[config.mk]
export PLATFORM = sky130hd
export DESIGN_NAME = sm83_alu_with_flags
export DESIGN_NICKNAME = d
export VERILOG_FILES = /design/src/design/sm83alu_pkg.sv /design/src/design/sm83alu_core.sv /design/src/design/sm83_alu_with_flags.sv
export SDC_FILE = /design/constraint.sdc
export NUM_CORES = 1
export LEC_CHECK = 0
export ABC_AREA = 1
export BUFFER_PORTS_ARGS = -buffer_cell sky130_fd_sc_hd__buf_2
export CORE_UTILIZATION = 45
export CTS_CLUSTER_SIZE = 20
export DETAILED_ROUTE_END_ITERATION = 16
export SETUP_SLACK_MARGIN = 0.3
export SKIP_CTS_REPAIR_TIMING = 1
export SYNTH_ARGS = -nofsm -noshare
export SYNTH_HDL_FRONTEND = slang
export SYNTH_HIERARCHICAL = 1
export SYNTH_SLANG_ARGS = --single-unit
[constraint.sdc]
create_clock -name i_clk -period 4.5 [get_ports i_clk]
set_input_delay 0.225 -clock i_clk [delete_from_list [all_inputs] [get_ports i_clk]]
set_output_delay 0.225 -clock i_clk [all_outputs]
set_load 0.05 [all_outputs]
[src/design/sm83alu_pkg.sv]
// ----------------------------------------------------------------------------
// sm83alu_pkg
// Operation codes, flag positions, constants and request/response types for
// the SM83 ALU and flag unit.
// ----------------------------------------------------------------------------
`default_nettype none

package sm83alu_pkg;

    localparam int OP_W   = 4;
    localparam int WORD_W = 16;
    localparam int FLAG_W = 4;

    localparam logic [OP_W-1:0] OP_ADD   = 4'd0;
    localparam logic [OP_W-1:0] OP_ADC   = 4'd1;
    localparam logic [OP_W-1:0] OP_SUB   = 4'd2;
    localparam logic [OP_W-1:0] OP_SBC   = 4'd3;
    localparam logic [OP_W-1:0] OP_INC   = 4'd4;
    localparam logic [OP_W-1:0] OP_DEC   = 4'd5;
    localparam logic [OP_W-1:0] OP_RLC   = 4'd6;
    localparam logic [OP_W-1:0] OP_RRC   = 4'd7;
    localparam logic [OP_W-1:0] OP_RL    = 4'd8;
    localparam logic [OP_W-1:0] OP_RR    = 4'd9;
    localparam logic [OP_W-1:0] OP_DAA   = 4'd10;
    localparam logic [OP_W-1:0] OP_CPL   = 4'd11;
    localparam logic [OP_W-1:0] OP_SCF   = 4'd12;
    localparam logic [OP_W-1:0] OP_CCF   = 4'd13;
    localparam logic [OP_W-1:0] OP_ADD16 = 4'd14;

    // flag bit positions
    localparam int FLAG_Z = 3;
    localparam int FLAG_N = 2;
    localparam int FLAG_H = 1;
    localparam int FLAG_C = 0;

    localparam logic [7:0] DAA_LO_FIX  = 8'h06;
    localparam logic [7:0] DAA_HI_FIX  = 8'h60;
    localparam logic [7:0] DAA_A_MAX   = 8'h99;
    localparam logic [3:0] DAA_NIB_MAX = 4'h9;
    localparam logic [3:0] NIB_ALL     = 4'hF;

    typedef struct packed {
        logic [OP_W-1:0]   req_type;
        logic [WORD_W-1:0] operand_a;
        logic [WORD_W-1:0] operand_b;
        logic [FLAG_W-1:0] flags_in;
        logic              prefix_cb;
    } t_alu_req;

    typedef struct packed {
        logic [WORD_W-1:0] result_value;
        logic [FLAG_W-1:0] flags_out;
    } t_alu_rsp;

endpackage

`default_nettype wire

[src/design/sm83alu_core.sv]
// ----------------------------------------------------------------------------
// sm83alu_core
// Combinational datapath: adders, rotates, decimal adjust and flag logic.
// ----------------------------------------------------------------------------
`default_nettype none

module sm83alu_core (
    input  var sm83alu_pkg::t_alu_req i_req,
    output sm83alu_pkg::t_alu_rsp     o_rsp
);

    always_comb begin
        logic [7:0]  a;
        logic [7:0]  b;
        logic        c;
        logic        cin;
        logic [8:0]  wide8;
        logic [4:0]  nib;
        logic [16:0] wide16;
        logic [12:0] low12;
        logic [7:0]  r8;
        logic [7:0]  corr;
        logic        cout;
        logic [3:0]  f;
        logic [15:0] res;

        a      = i_req.operand_a[7:0];
        b      = i_req.operand_b[7:0];
        c      = i_req.flags_in[sm83alu_pkg::FLAG_C];
        cin    = 1'b0;
        wide8  = '0;
        nib    = '0;
        wide16 = '0;
        low12  = '0;
        r8     = a;
        corr   = '0;
        cout   = c;
        f      = i_req.flags_in;
        res    = {8'h00, a};

        unique case (i_req.req_type)
            sm83alu_pkg::OP_ADD, sm83alu_pkg::OP_ADC: begin
                cin   = (i_req.req_type == sm83alu_pkg::OP_ADC) & c;
                wide8 = {1'b0, a} + {1'b0, b} + {8'h00, cin};
                nib   = {1'b0, a[3:0]} + {1'b0, b[3:0]} + {4'h0, cin};
                r8    = wide8[7:0];
                f     = {r8 == 8'h00, 1'b0, nib[4], wide8[8]};
                res   = {8'h00, r8};
            end
            sm83alu_pkg::OP_SUB, sm83alu_pkg::OP_SBC: begin
                // borrow shows as the sign bit of the widened difference
                cin   = (i_req.req_type == sm83alu_pkg::OP_SBC) & c;
                wide8 = {1'b0, a} - {1'b0, b} - {8'h00, cin};
                nib   = {1'b0, a[3:0]} - {1'b0, b[3:0]} - {4'h0, cin};
                r8    = wide8[7:0];
                f     = {r8 == 8'h00, 1'b1, nib[4], wide8[8]};
                res   = {8'h00, r8};
            end
            sm83alu_pkg::OP_INC: begin
                r8  = b + 8'd1;
                f   = {r8 == 8'h00, 1'b0, r8[3:0] == 4'h0, c};
                res = {8'h00, r8};
            end
            sm83alu_pkg::OP_DEC: begin
                r8  = b - 8'd1;
                f   = {r8 == 8'h00, 1'b1, r8[3:0] == sm83alu_pkg::NIB_ALL, c};
                res = {8'h00, r8};
            end
            sm83alu_pkg::OP_RLC: begin
                cout = b[7];
                r8   = {b[6:0], b[7]};
                f    = {i_req.prefix_cb & (r8 == 8'h00), 2'b00, cout};
                res  = {8'h00, r8};
            end
            sm83alu_pkg::OP_RRC: begin
                cout = b[0];
                r8   = {b[0], b[7:1]};
                f    = {i_req.prefix_cb & (r8 == 8'h00), 2'b00, cout};
                res  = {8'h00, r8};
            end
            sm83alu_pkg::OP_RL: begin
                cout = b[7];
                r8   = {b[6:0], c};
                f    = {i_req.prefix_cb & (r8 == 8'h00), 2'b00, cout};
                res  = {8'h00, r8};
            end
            sm83alu_pkg::OP_RR: begin
                cout = b[0];
                r8   = {c, b[7:1]};
                f    = {i_req.prefix_cb & (r8 == 8'h00), 2'b00, cout};
                res  = {8'h00, r8};
            end
            sm83alu_pkg::OP_DAA: begin
                if (!i_req.flags_in[sm83alu_pkg::FLAG_N]) begin
                    if (i_req.flags_in[sm83alu_pkg::FLAG_H] ||
                        (a[3:0] > sm83alu_pkg::DAA_NIB_MAX)) begin
                        corr = corr | sm83alu_pkg::DAA_LO_FIX;
                    end
                    if (c || (a > sm83alu_pkg::DAA_A_MAX)) begin
                        corr = corr | sm83alu_pkg::DAA_HI_FIX;
                        cout = 1'b1;
                    end
                    r8 = a + corr;
                end else begin
                    // subtract mode keeps the incoming carry
                    if (i_req.flags_in[sm83alu_pkg::FLAG_H]) begin
                        corr = corr | sm83alu_pkg::DAA_LO_FIX;
                    end
                    if (c) begin
                        corr = corr | sm83alu_pkg::DAA_HI_FIX;
                    end
                    r8 = a - corr;
                end
                f   = {r8 == 8'h00, i_req.flags_in[sm83alu_pkg::FLAG_N], 1'b0, cout};
                res = {8'h00, r8};
            end
            sm83alu_pkg::OP_CPL: begin
                r8  = ~a;
                f   = {i_req.flags_in[sm83alu_pkg::FLAG_Z], 2'b11, c};
                res = {8'h00, r8};
            end
            sm83alu_pkg::OP_SCF: begin
                f = {i_req.flags_in[sm83alu_pkg::FLAG_Z], 3'b001};
            end
            sm83alu_pkg::OP_CCF: begin
                f = {i_req.flags_in[sm83alu_pkg::FLAG_Z], 2'b00, ~c};
            end
            sm83alu_pkg::OP_ADD16: begin
                wide16 = {1'b0, i_req.operand_a} + {1'b0, i_req.operand_b};
                low12  = {1'b0, i_req.operand_a[11:0]} + {1'b0, i_req.operand_b[11:0]};
                f      = {i_req.flags_in[sm83alu_pkg::FLAG_Z], 1'b0, low12[12], wide16[16]};
                res    = wide16[15:0];
            end
            default: begin
                // unused code: pass A through, flags unchanged
                f   = i_req.flags_in;
                res = {8'h00, a};
            end
        endcase

        o_rsp.result_value = res;
        o_rsp.flags_out    = f;
    end

endmodule

`default_nettype wire

[src/design/sm83_alu_with_flags.sv]
// ----------------------------------------------------------------------------
// sm83_alu_with_flags
// Beats pass from input to output through an input register and a result
// register, with the ALU datapath between them. Throughput: one beat per cycle
// unless the output stalls. Output stalls propagate to s_axis_tready only when
// both stages are full. Reset empties both stages; no data is held across reset.
// ----------------------------------------------------------------------------
`default_nettype none

module sm83_alu_with_flags (
    input  wire         i_clk,
    input  wire         i_rst_n,
    input  wire         s_axis_tvalid,
    output logic        s_axis_tready,
    // [15:0] operand_a, [31:16] operand_b, [35:32] flags_in, [39:36] zero
    input  wire  [39:0] s_axis_tdata,
    // [3:0] req_type, [4] prefix_cb
    input  wire  [4:0]  s_axis_tuser,
    output logic        m_axis_tvalid,
    input  wire         m_axis_tready,
    // [15:0] result_value, [19:16] flags_out, [23:20] zero
    output logic [23:0] m_axis_tdata
);

    sm83alu_pkg::t_alu_req r_req;
    sm83alu_pkg::t_alu_req n_req;
    sm83alu_pkg::t_alu_rsp r_rsp;
    sm83alu_pkg::t_alu_rsp core_rsp;
    logic                  r_in_valid;
    logic                  r_out_valid;
    logic                  out_free;
    logic                  in_free;

    assign out_free = !r_out_valid || m_axis_tready;
    assign in_free  = !r_in_valid || out_free;

    assign n_req.req_type  = s_axis_tuser[3:0];
    assign n_req.prefix_cb = s_axis_tuser[4];
    assign n_req.operand_a = s_axis_tdata[15:0];
    assign n_req.operand_b = s_axis_tdata[31:16];
    assign n_req.flags_in  = s_axis_tdata[35:32];

    sm83alu_core u_core (
        .i_req (r_req),
        .o_rsp (core_rsp)
    );

    always_ff @(posedge i_clk) begin
        if (!i_rst_n) begin
            r_in_valid  <= 1'b0;
            r_out_valid <= 1'b0;
        end else begin
            if (in_free) begin
                r_in_valid <= s_axis_tvalid;
            end
            if (out_free) begin
                r_out_valid <= r_in_valid;
            end
        end
    end

    always_ff @(posedge i_clk) begin
        if (in_free && s_axis_tvalid) begin
            r_req <= n_req;
        end
        // advance a computed beat into the result register
        if (out_free && r_in_valid) begin
            r_rsp <= core_rsp;
        end
    end

    assign s_axis_tready = in_free;
    assign m_axis_tvalid = r_out_valid;
    assign m_axis_tdata  = {4'h0, r_rsp.flags_out, r_rsp.result_value};

endmodule

`default_nettype wire
After elaboration in Yosys (flattened, before gate mapping)
Index checks and enable logic that the tools add are counted.
Widths: inputs -> output; s select.
- flip-flop bits (word level): 63
- latch bits: 0
- bits in writable memories: 0
- bits in read-only memories: 0
- input bits: 49
- output and inout bits: 26
- word-level logic and storage cells: 83
- memories kept: 0
- add/subtract/negate cells: 14
- $mul: 0
- div/mod/pow operators: 0
- $lt $le $gt $ge: 2
- eq/ne operators: 15
- shift-type cells: 0
- mux-type cells: 14
- bitwise operators: 8
- reduce and logical (&&, ||, !) cells: 21
- operators with widths (kind ; count):
    $pmux 16 s11 ; 1
    $logic_not 8->1 ; 9
    $pmux 4 s13 ; 1
    $mux 8 ; 6
    $eq 4x4->1 const B ; 8
    $add 16x16->17 ; 1
    $eq 4x3->1 const B ; 4
    $mux 7 ; 2
    $add 12x12->13 ; 1
    $add 8x8->9 ; 1
    $add 9x1->9 ; 1
    $sub 8x8->9 ; 1
    $sub 9x1->9 ; 1
    $add 8x1->8 const B ; 1
    $add 8x8->8 ; 1
    $eq 4x2->1 const B ; 2
    $gt 8x8->1 const B ; 1
    $logic_not 4->1 ; 2
    $not 8->8 ; 1
    $sub 8x1->8 const B ; 1
    $sub 8x8->8 ; 1
    $and 1x1->1 ; 6
    $mux 3 ; 2
    $add 4x4->5 ; 1
    11 further kinds ; 18

Depth between registers and ports, before layout
- depth in word-level cells: 11
- depth in mapped cells: 18
- gate-level depth less buffers: 18

Hierarchy
Netlist, hierarchy kept.
- by module, submodules not included (module ; instances ; cells each ; area each (sq um) ; sequential area each (sq um)):
    sm83alu_core ; 1 ; 638 ; 3470.8 ; 0.0
    sm83_alu_with_flags ; 1 ; 79 ; 1960.6 ; 1871.8

Worst setup path after synthesis
No wires, ideal clock.
- path kind: flip-flop to flip-flop
- from: register r_req[22] (netlist bit)
- to: register r_rsp (netlist bit m_axis_tdata[19]), data pin
- library setup time: 0.262 ns
- arrival: 2.422 ns
- required time: 4.238 ns
- path slack: 1.815 ns
- cell stages (with the launch flop): 18
- path buffers: 0
- period minus slack after synthesis: 2.685 ns
- cell sequence: edfxtp_1 o21ai_0 o211ai_1 a21oi_1 ha_1 nand2_1 nand2_1 ha_1 nand2_1 inv_1 a21oi_1 nand2_1 nand2_1 nand2_1 nand2_1 o21ai_1 nor2_1 nand3_1
- RTL lines (element ; RTL line ; text):
    start, declared ; sm83_alu_with_flags.sv:25 ; sm83alu_pkg::t_alu_req r_req;
    start signal, assigned ; sm83_alu_with_flags.sv:64 ; r_req <= n_req;
    end signal, assigned ; sm83_alu_with_flags.sv:68 ; r_rsp <= core_rsp;
    end, declared ; sm83_alu_with_flags.sv:27 ; sm83alu_pkg::t_alu_rsp r_rsp;

==> results by group <==
Outcome
  • Status: finished with violations
  • Failing checks: design-rule violations

Route
  • ANT nets after route: 0
  • Vias/cell: 5.57
  • Drt total wl: 16.7 mm
  • Vias: 5232
  • First-pass iteration count of the detailed router: 13
  • Drt wl/cell: 17.7 um
  • DRT iter0 DRCs: 544
  • Drt drc: 3

Floorplanning
  • I/O Pins: 75
  • Core area: 0.0116 mm^2
  • Die Span X: 112 um
  • Cell Rows: 39
  • Initial core utilization: 0.468
  • Die height: 112 um
  • Die area: 0.0125 mm^2

Setup path
  • R2R depth: 15
  • Cell family with most CP delay: simple AND/OR/NAND/NOR gates
  • Crit path launch type: flip-flop
  • Crit path capture: m_axis_tdata[19]$_DFFE_PP_
  • Worst-path cell chain: inv_2, fa_1, fa_1, inv_1, nand2_1, nand2_1, nand2_1, nand2_1, nand3_1, nand2_1, nor2_1, nand3_1, nand2_1, nor2_1, nand3_1
  • Critical path required time: 4.58 ns
  • Worst Setup SP: r_req[5]$_DFFE_PP_
  • Buf/Inv on CP: 2
  • R2R Setup Slk: 1.27 ns
  • Critical path depth: 15
  • Data arrival time of the worst path: 3.31 ns
  • Delay of the slowest critical-path stage: 0.69 ns
  • CP endpoint kind: flip-flop
  • Worst R2R End: m_axis_tdata[19]$_DFFE_PP_
  • Crit path max fanout: 11
  • Slowest CP cell: edfxtp_1
  • Cell mode on critical path: nand2_1
  • Kind of critical path: reg2reg
  • Reg2reg start: r_req[5]$_DFFE_PP_

Yosys
  • Synth top area cells: edfxtp_1, nand2_1, ha_1, inv_1, nand3_1
  • Ys Warns: 6
  • Synth top area share: 0.337
  • Post-synthesis instance total: 717
  • Most used DFF post-synth: edfxtp_1
  • Post-Synth XOR/XNOR Area: 0.0226
  • Distinct cells, synth: 46
  • Post-synth top area cell: edfxtp_1
  • EDFF count, synth: 61
  • Simple-gate area share of the yosys netlist: 0.306
  • Synthesized cell area: 0.00543 mm^2
  • Post-synthesis register bit count: 63
  • Synth Area per Inst: 7.58 um^2
  • Post-synthesis adder-cell area fraction: 0.120
  • FFs w/ async S/R, synth: 0
  • Largest family of logic cells by synthesized area: simple AND/OR/NAND/NOR gates
  • Seq/Total Area, Yosys: 0.345
  • Post-synthesis mux area share: 0
  • Synth Area in Compound Gates: 0.122

Place
  • DP Cell Count: 923
  • Buffers on Ports: 66
  • DP Wirelength: 13.2 mm
  • Pre-CTS WS: 1.33 ns
  • GP Congestion: 0.970

Finish
  • Most common cell after layout, fill and taps aside: nand2_1
  • Layout area overhead: 14.7%
  • Layout Cells excl Fill: 939
  • N_diodes: 0
  • Most frequent cells in the layout: nand2_1, inv_1, nor2_1
  • Layout Nets: 889
  • Fillers: 1126
  • Ratio of cells with drive above 1 in the final layout: 0.176

STA
  • Period utilization: 0.719
  • Min cycle time layout: 3.23 ns
  • RSZ-0062 raised after global routing: false
  • Worst-Margin Slew: 0.543 ns
  • Setup TNS: 0 ns
  • Rel. slew slack: 0.638
  • Final Hold Vio Count: 0
  • Final setup margin: 1.27 ns
  • FMAX: 309 MHz
  • Final setup vio count: 0
  • Clock skew: 0.00581 ns
  • Fin. max-slew vios: 0

Global route
  • Pin count of the biggest net entering global routing: 42
  • Number of global-route vias before repair: 4886
  • Total grt overflow: 0
  • First-pass GRT wire length: 25.8 mm
  • Tot GR Track Use: 0.276
  • Initial antenna violation count: 0

Pwr
  • Switching Share: 0.332
  • Power per cell area: 324 mW/mm^2
  • Comb power frac: 0.277
  • Sequential Power Share: 0.359
  • Maximum VDD drop: 0.251 mV
  • Leak Pwr: 2.89 nW
  • Power, Total: 0.00202 W
  • Switching power total: 0.000669 W
  • Pint: 0.00135 W
  • Clock power frac: 0.365

Run
  • Max-Cap Viols: 0

Clock tree
  • TritonCTS Sinks: 63
  • Num CTS Buffers: 9
  • H-tree Lvls: 3
  • Clock slew at reported path FFs: 0.05 ns
  • Root buffer selected by CTS: clkbuf_16
  • CTS max path bufs: 2
  • Skew-Pair Late Insertion Delay: 0.34 ns
  • CTS tree: built

Worst hold path
  • Hold Path Class: in2reg
synth_stat cells (12+ instances only):
cell type,instances
edfxtp_1,61
o21ai_0,23
nor2_1,71
nand4_1,15
nand2_2,13
inv_2,12
nand2_1,171
inv_1,93
a21oi_1,36
nand3_1,63
ha_1,44
o22ai_1,14
worst min-delay path by stage:
| stage | startpoint | endpoint | slack, ns | cells after the start |
|---|---|---|---|---|
| 2_1_floorplan | s_axis_tuser[4] | r_req[0]$_DFFE_PP_ | 0.32 | 0 |
| 3_3_place_gp | s_axis_tdata[22] | r_req[11]$_DFFE_PP_ | 0.40 | 1 |
| 3_5_place_dp | s_axis_tdata[24] | r_req[13]$_DFFE_PP_ | 0.40 | 1 |
| 4_1_cts | s_axis_tdata[29] | r_req[18]$_DFFE_PP_ | 0.04 | 1 |
| 5_1_grt | s_axis_tdata[7] | r_req[28]$_DFFE_PP_ | 0.04 | 1 |
| 6_report | s_axis_tdata[14] | r_req[35]$_DFFE_PP_ | 0.05 | 1 |
flip-flops by register name, summed over array words and instances (netlist names):
register	count
r_req	41
m_axis_tvalid	1
r_in_valid	1
m_axis_tdata	20
power groups by stage:
stage | sequential, W | combinational, W | clock [W]
2_1_floorplan | 0.000757 | 0.000375 | 0
3_3_place_gp | 0.000734 | 0.000541 | 0
3_5_place_dp | 0.000734 | 0.000546 | 0
4_1_cts | 0.000723 | 0.000549 | 0.000752
5_1_grt | 0.000726 | 0.000620 | 0.000783
6_report | 0.000723 | 0.000558 | 0.000736
per-stage QoR:
| step | hold slack, ns | utilization | cell area (um^2) |
|---|---|---|---|
| CTS | 0.0448 | 0.536 | 6230 |
| floorplan | 0.324 | - | 5440 |
| global route | 0.0377 | 0.536 | 6230 |
| detailed placement | 0.403 | 0.509 | 5910 |
| finish | 0.0545 | 0.536 | 6230 |
| global placement | 0.402 | 0.509 | 5910 |
per-layer routing:
layer	share of wire	up-vias	global-route usage
li1	-	2552	-
met1	0.49	2466	0.406
met3	0.068	15	0.0610
met2	0.43	199	0.412
met4	0.011	0	0.0622
met5	0	-	0
cell type report:
type / instances / area, um^2 / area share
multi-input cells: 543 / 3120 / 0.500
flip-flops and latches: 63 / 1870 / 0.301
inverters: 105 / 394 / 0.0633
repair buffers: 69 / 353 / 0.0567
clock buffers: 10 / 229 / 0.0368
well taps: 143 / 179 / 0.0287
clock inverters: 6 / 85.1 / 0.0137
worst reg2reg max path, stage by stage (launching register included):
cell,delay [ns]
edfxtp_1,0.69
inv_2,0.23
fa_1,0.50
fa_1,0.43
inv_1,0.09
nand2_1,0.07
nand2_1,0.12
nand2_1,0.11
nand2_1,0.07
nand3_1,0.06
nand2_1,0.10
nor2_1,0.05
nand3_1,0.06
nand2_1,0.12
nor2_1,0.19
nand3_1,0.09
cell families after synthesis:
kind of cell / Yosys count
fa+ha+maj: 49
xor+xnor: 14
simple gates: 369
compound gates: 107
buf+inv: 114
flops: 63
other cells: 1
No activity file was read; power rests on OpenSTA's default activity.
